[config.mk]
export PLATFORM = sky130hd
export DESIGN_NAME = vau_front
export DESIGN_NICKNAME = d
export VERILOG_FILES = /design/src/rtl/vau_pkg.sv /design/src/rtl/vau_front.sv
export SDC_FILE = /design/constraint.sdc
export NUM_CORES = 2
export LEC_CHECK = 0
export ABC_AREA = 1
export BUFFER_PORTS_ARGS = -buffer_cell sky130_fd_sc_hd__buf_2
export CAP_MARGIN = 25
export CELL_PAD_IN_SITES_DETAIL_PLACEMENT = 0
export CELL_PAD_IN_SITES_GLOBAL_PLACEMENT = 1
export CORE_MARGIN = 8
export CORE_UTILIZATION = 50
export CTS_CLUSTER_SIZE = 40
export DETAILED_ROUTE_END_ITERATION = 16
export PLACE_DENSITY_LB_ADDON = 0.1
export SLEW_MARGIN = 15
export SYNTH_ARGS = -nofsm -noshare
export SYNTH_HDL_FRONTEND = slang
export SYNTH_SLANG_ARGS = --single-unit
[constraint.sdc]
create_clock -name i_clk -period 7.3 [get_ports i_clk]
set_clock_uncertainty 0.05 [all_clocks]
set_input_delay 0.73 -clock i_clk [delete_from_list [all_inputs] [get_ports i_clk]]
set_output_delay 0.73 -clock i_clk [all_outputs]
set_load 0.01 [all_outputs]
[src/rtl/vau_pkg.sv]
// Shared types, constants and trig tables of the vector angle unit.
package vau_pkg;

    localparam int COMPONENT_BITS_DEF = 16;
    localparam int ANGLE_W = 8;
    localparam int SEARCH_STEPS = 8;
    localparam int TAB_LAST = 90;

    localparam logic [63:0] PI_Q62 = 64'hC90FDAA22168C234;
    localparam logic [63:0] Q62_ONE = 64'h4000000000000000;
    localparam logic [63:0] ONE_DEG = PI_Q62 / 180;
    localparam logic [ANGLE_W-1:0] ANGLE_MAX = 8'd180;
    localparam logic [ANGLE_W-1:0] ANGLE_RIGHT = 8'd90;

    typedef logic [63:0] t_q62;
    typedef t_q62 t_trig_tab [0:TAB_LAST];

    // Search bounds and flags that travel with an item through the pipeline.
    typedef struct packed {
        logic [ANGLE_W-1:0] lo;
        logic [ANGLE_W-1:0] hi;
        logic               dneg;
        logic               opp;
        logic               perp;
        logic               inv;
    } t_ctl;

    function automatic t_q62 mul_q62(input t_q62 a, input t_q62 b);
        logic [127:0] p;
        p = {64'b0, a} * {64'b0, b};
        return p[125:62];
    endfunction

    // Taylor series of sine or cosine at m degrees, in Q2.62.
    function automatic t_q62 trig_q62(input int m, input bit want_sin);
        t_q62 x;
        t_q62 x2;
        t_q62 st;
        t_q62 ss;
        t_q62 ct;
        t_q62 cs;
        x  = 64'(m) * ONE_DEG;
        x2 = mul_q62(x, x);
        st = x;
        ss = x;
        ct = Q62_ONE;
        cs = Q62_ONE;
        for (int n = 1; n < 40; n++) begin
            st = mul_q62(st, x2) / 64'((2 * n) * (2 * n + 1));
            ct = mul_q62(ct, x2) / 64'((2 * n - 1) * (2 * n));
            if (n % 2 == 1) begin
                ss = ss - st;
                cs = cs - ct;
            end else begin
                ss = ss + st;
                cs = cs + ct;
            end
            if (st == 0 && ct == 0) break;
        end
        return want_sin ? ss : cs;
    endfunction

    // Right angle is exact; at 45 degrees sine is taken equal to cosine.
    function automatic t_trig_tab build_tab(input bit want_sin);
        t_trig_tab t;
        for (int m = 0; m <= TAB_LAST; m++) begin
            if (m == TAB_LAST) begin
                t[m] = want_sin ? Q62_ONE : 64'd0;
            end else if (m == 45) begin
                t[m] = trig_q62(m, 1'b0);
            end else begin
                t[m] = trig_q62(m, want_sin);
            end
        end
        return t;
    endfunction

    localparam t_trig_tab COS_TAB = build_tab(1'b0);
    localparam t_trig_tab SIN_TAB = build_tab(1'b1);

endpackage

[src/rtl/vau_front.sv]
// Front end: products, dot and cross magnitudes, and the item flags.
module vau_front #(
    parameter int CB = vau_pkg::COMPONENT_BITS_DEF
) (
    input  logic                 i_clk,
    input  logic                 i_rst_n,
    input  logic                 i_en,
    input  logic                 i_valid,
    input  logic signed [CB-1:0] i_ax,
    input  logic signed [CB-1:0] i_ay,
    input  logic signed [CB-1:0] i_bx,
    input  logic signed [CB-1:0] i_by,
    output logic                 o_valid,
    output vau_pkg::t_ctl        o_ctl,
    output logic [2*CB-1:0]      o_cmag,
    output logic [2*CB-1:0]      o_dmag
);
    localparam int PW = 2 * CB;

    logic                 r_v1;
    logic signed [PW-1:0] r_axbx;
    logic signed [PW-1:0] r_ayby;
    logic signed [PW-1:0] r_axby;
    logic signed [PW-1:0] r_aybx;
    logic                 r_inv1;
    logic signed [PW:0]   dot;
    logic signed [PW:0]   crs;
    logic signed [PW:0]   dabs;
    logic signed [PW:0]   cabs;
    logic                 r_v2;
    vau_pkg::t_ctl        r_ctl;
    logic [PW-1:0]        r_cmag;
    logic [PW-1:0]        r_dmag;

    always_ff @(posedge i_clk) begin
        if (!i_rst_n) begin
            r_v1 <= 1'b0;
            r_v2 <= 1'b0;
        end else if (i_en) begin
            r_v1 <= i_valid;
            r_v2 <= r_v1;
        end
    end

    always_ff @(posedge i_clk) begin
        if (i_en) begin
            r_axbx <= PW'(i_ax) * PW'(i_bx);
            r_ayby <= PW'(i_ay) * PW'(i_by);
            r_axby <= PW'(i_ax) * PW'(i_by);
            r_aybx <= PW'(i_ay) * PW'(i_bx);
            r_inv1 <= (i_ax == '0 && i_ay == '0) || (i_bx == '0 && i_by == '0);
        end
    end

    always_comb begin
        dot  = (PW+1)'(r_axbx) + (PW+1)'(r_ayby);
        crs  = (PW+1)'(r_axby) - (PW+1)'(r_aybx);
        dabs = dot[PW] ? -dot : dot;
        cabs = crs[PW] ? -crs : crs;
    end

    always_ff @(posedge i_clk) begin
        if (i_en) begin
            r_ctl.lo   <= '0;
            r_ctl.hi   <= vau_pkg::ANGLE_MAX;
            r_ctl.dneg <= dot[PW];
            r_ctl.opp  <= (crs == '0) && dot[PW];
            r_ctl.perp <= (dot == '0);
            r_ctl.inv  <= r_inv1;
            r_cmag     <= cabs[PW-1:0];
            r_dmag     <= dabs[PW-1:0];
        end
    end

    assign o_valid = r_v2;
    assign o_ctl   = r_ctl;
    assign o_cmag  = r_cmag;
    assign o_dmag  = r_dmag;
endmodule

# == Word level (Yosys, flattened, before mapping) ==
# Index checks and enable logic that the tools add are counted.
# op_classes
mul,4
n_reduce_logical,10
addsub,4
mux,2
# op_table
operator,n
$mul 16x16->32,4
$logic_not 33->1,2
$logic_not 16->1,4
$mux 32,2
$neg 32->32,2
$add 32x32->33,1
$sub 32x32->33,1
$logic_and 1x1->1,3
$logic_or 1x1->1,1
# totals
elab_cells,33
inputBits,68
out_inout_bits,85
register_bits,199

# == Logic depth before layout (Yosys ltp) ==
# depth
depth_word,3
ltp_mapped,29
mapped_depth_nobuf,27

# == Worst setup path after synthesis ==
# No wires, ideal clock.
# synth_path
kind,in2reg
from,input i_ay[15]
to,"register r_aybx[28], data pin"
path_slack_ns,0.755
arrival_ns,6.232
n_path_buf,2
setup_time_ns,0.262
cell_stages,21
t_required_ns,6.988
cell_sequence,clkbuf_1 -> clkbuf_1 -> nand2_1 -> inv_1 -> fa_1 -> fa_1 -> fa_1 -> fa_1 -> fa_1 -> inv_1 -> fa_1 -> inv_1 -> ha_1 -> nand2_1 -> nor4_1 -> nand2_1 -> o211ai_1 -> nand3_1 -> nand2_1 -> a21oi_1 -> xor2_1
# synth_between
elab_chain_len,1
# synth_rtl
item,line_no,text
from (decl),vau_front.sv:10,"input logic signed [CB-1:0] i_ay,"
$mul 16x16->32,vau_front.sv:50,r_aybx <= PW'(i_ay) * PW'(i_bx);
to (signal assigned),vau_front.sv:50,
to (decl),vau_front.sv:24,logic signed [PW-1:0] r_aybx;
# No other way between the ends.
# A chain may end at the register's enable or synchronous reset.

# == Worst setup path in the final report ==
# layout_path
from,input i_ax[15]
to,"register r_axbx[31], data pin"
# layout_between
elab_chain_len,1
# layout_rtl
item,line_no,text
from (decl),vau_front.sv:9,"input logic signed [CB-1:0] i_ax,"
$mul 16x16->32,vau_front.sv:47,r_axbx <= PW'(i_ax) * PW'(i_bx);
to (signal assigned),vau_front.sv:47,
to (decl),vau_front.sv:21,logic signed [PW-1:0] r_axbx;
# No other way between the ends.

==> results.py <==
metrics = {
    "place": {
        "dp_hpwl_um": 125400,
        "numPortBuffers": 136,
        "place_congestion": 0.9035,
    },
    "timing": {
        "drv_slew": 0,
        "setup_tns_ns": 0,
        "finalSetupViolCount": 0,
        "tightest_slew_ns": 0.9438,
        "slew-limit-headroom": 0.3708,
        "max_freq_ghz": 0.1503,
        "fin_crit_ns": 6.653,
        "rsz0062_at_grt": "no",
        "min_period_over_period": 0.9114,
        "hold_viol": 0,
    },
    "setup_path": {
        "critical_path_required_ns": 7.56,
        "crit_path_frequent_cell": "fa_1",
        "max_stage_delay_ns": 0.93,
        "arrival_ns": 6.92,
        "cp_slowest_cell": "fa_1",
        "critPathMaxFanout": 14,
        "critical_path_class": "primary input to flip-flop",
        "path_cells": "buf_2, buf_4, nand2_1, inv_1, fa_1, fa_1, fa_1, fa_1, inv_1, fa_1, fa_1, inv_1, ha_1, a21oi_1, o21ai_0, a21oi_1, o21ai_0, a21oi_1, xor2_1",
        "cp-end-kind": "flip-flop",
        "critPathLaunchType": "primary input",
    },
    "routing": {
        "vias_per_cell": 5.046,
        "wl_per_cell_um": 17.67,
        "vias": 42051,
        "met1_length_um": 69740,
        "drc": 0,
        "wl_met3_um": 8016,
        "met2_length_um": 66820,
        "ant_nets": 0,
        "highest_layer": "met5",
        "drtIter0Drc": 2872,
        "drt_pre_antenna_iters": 5,
        "drt_wl_total_um": 147300,
    },
    "synthesis": {
        "syn_area_per_cell_um2": 7.832,
        "syn_area_mm2": 0.05392,
        "netlist_instances": 6884,
        "synth_seq_area_share": 0.1105,
        "synth_ff_type": "edfxtp_1",
        "synthArstFlopShare": 0,
        "yosysUniqueCellTypes": 51,
        "ys_seq_elements": 199,
        "ys_warn_count": 0,
        "synth_edf_count": 197,
    },
    "layout": {
        "layout_common_cells": "inv_1, nand2_1, fa_1",
        "layout_commonest_cell": "inv_1",
        "drive_gt1_frac": 0.05055,
        "area_growth_pct": 5.792,
        "layout.nets": 8423,
    },
    "clock_tree": {
        "clkTransAtPathRegs_ns": 0.08,
        "clkLatencyLatePin_ns": 0.50,
        "clk_path_buf_depth": 2,
        "postCtsSetupRepairBufs": 0,
        "cts_resized": 0,
        "root_buffer": "clkbuf_16",
        "hold_buffers": 0,
        "cts_tree": "yes",
        "htreeDepth": 4,
        "cts_buffers": 17,
        "cts.sink_count": 199,
    },
    "run": {
        "maxCapViolations": 0,
    },
    "global_route": {
        "grt.overflow.total": 0,
        "track_usage": 0.2551,
        "antenna_found_initial": 15,
        "grt_pass1_wl_um": 237800,
        "first_global_vias": 43640,
        "grt_max_degree": 123,
    },
    "outcome": {
        "status": "finished clean",
    },
    "min_path": {
        "hp-class": "flip-flop to flip-flop",
    },
    "floorplanning": {
        "start_util": 0.5036,
        "core_area_mm2": 0.1071,
        "die_width_um": 344.4,
        "num_io_pins": 153,
        "die_h_um": 344.4,
        "rows": 120,
        "die_area_mm2": 0.1186,
    },
}
==> logic make-up after synthesis <==
| family | after synthesis | share of synthesized area |
|---|---|---|
| AOI/OAI and AO/OA | 318 | 0.03256 |
| adders and majority gates | 1444 | 0.4813 |
| other | 2 | 0.0001393 |
| buffers and inverters | 2299 | 0.1615 |
| and+or+nand+nor | 2424 | 0.1812 |
| xor gates and xnor gates | 198 | 0.03286 |
| DFF | 199 | 0.1105 |
==> layout make-up <==
cell class,count,area (um^2)
clock inverter,15,161.4
clock buffer,17,425.4
timing repair buffer,264,1800
inverter,2029,7616
tap,1403,1755
sequential,199,5956
antenna,7,17.52
fill,10575,50010
multi-input combinational,4400,39310
==> final timing paths <==
path                                     startpoint                    to  slack (ns)  cells past startpoint
worst min-delay path               r_inv1$_DFFE_PP_    o_ctl[0]$_DFFE_PP_        0.38                      0
worst max-delay path                       i_ax[15]  r_axbx[31]$_DFFE_PP_        0.65                     19
worst min register to register     r_inv1$_DFFE_PP_    o_ctl[0]$_DFFE_PP_        0.38                      0
worst max register to register  r_axbx[0]$_DFFE_PP_   o_dmag[3]$_DFFE_PP_        3.77                     16
==> per-stage QoR <==
stage	utilization	setup WS, ns	hold WS [ns]	cells	area, um^2
after CTS	0.5326	0.6853	0.3794	8327	57020
after global placement	0.5272	0.1838	0.3654	8295	56430
after floorplan	-	0.7553	0.3503	6898	53970
final	0.5328	0.6465	0.3765	8334	57040
after detailed placement	0.5272	0.1583	0.3640	8295	56430
after global routing	0.5327	0.3477	0.4077	8329	57030
==> routing by layer <==
| metal | track usage | vias to the layer above |
|---|---|---|
| met5 | 0 | - |
| met4 | 0.05226 | 6 |
| met3 | 0.02675 | 142 |
| met2 | 0.4128 | 1002 |
| met1 | 0.3729 | 21027 |
| li1 | - | 19874 |
==> sequential cells by signal, summed over array words and instances (netlist names) <==
signal,count
r_aybx,32
o_cmag,32
r_axby,32
r_ayby,32
r_v1,1
o_valid,1
r_axbx,32
o_dmag,32
o_ctl,4
r_inv1,1
==> worst max-delay path: cells and delay by family <==
kind                     cells  cell delay, ns
buffers and inverters        5            0.88
AO/OA/AOI/OAI                5            0.99
adder cells (fa/ha/maj)      7            3.94
AND/OR/NAND/NOR              1            0.11
XOR/XNOR                     1            0.26
==> synthesized netlist by cell type, types with 3 or more instances <==
| master | n | share of area |
|---|---|---|
| nor3_2 | 3 | 0.00056 |
| inv_1 | 2017 | 0.14 |
| buf_2 | 4 | 0.00037 |
| o221ai_1 | 3 | 0.00049 |
| or2_2 | 3 | 0.00035 |
| and3_1 | 4 | 0.00046 |
| nor4_1 | 23 | 0.0027 |
| a21boi_0 | 5 | 0.00070 |
| o21ai_0 | 70 | 0.0065 |
| clkbuf_1 | 245 | 0.017 |
| xor2_1 | 124 | 0.020 |
| a21o_1 | 8 | 0.0011 |
| o21ai_1 | 8 | 0.00074 |
| ha_1 | 394 | 0.091 |
| and2_1 | 7 | 0.00081 |
| buf_4 | 17 | 0.0024 |
| nand2_2 | 11 | 0.0013 |
| inv_2 | 10 | 0.00070 |
| nor3_1 | 37 | 0.0034 |
| o21bai_1 | 14 | 0.0019 |
| buf_1 | 3 | 0.00021 |
| nand4_1 | 79 | 0.0092 |
| o211ai_1 | 4 | 0.00056 |
| edfxtp_1 | 197 | 0.11 |
| nor2_2 | 16 | 0.0019 |
| xnor2_2 | 5 | 0.0015 |
| fa_1 | 1050 | 0.39 |
| a31oi_1 | 10 | 0.0012 |
| o31ai_1 | 3 | 0.00042 |
| nand3b_1 | 8 | 0.0011 |
| xnor2_1 | 69 | 0.011 |
| o21a_1 | 6 | 0.00084 |
| nand3_1 | 154 | 0.014 |
| a21oi_1 | 177 | 0.016 |
| nand2_1 | 1813 | 0.13 |
| nor2_1 | 262 | 0.018 |
Power is not shown: default switching activity piles up to over one toggle a cycle in this logic, so the estimate is an artifact.
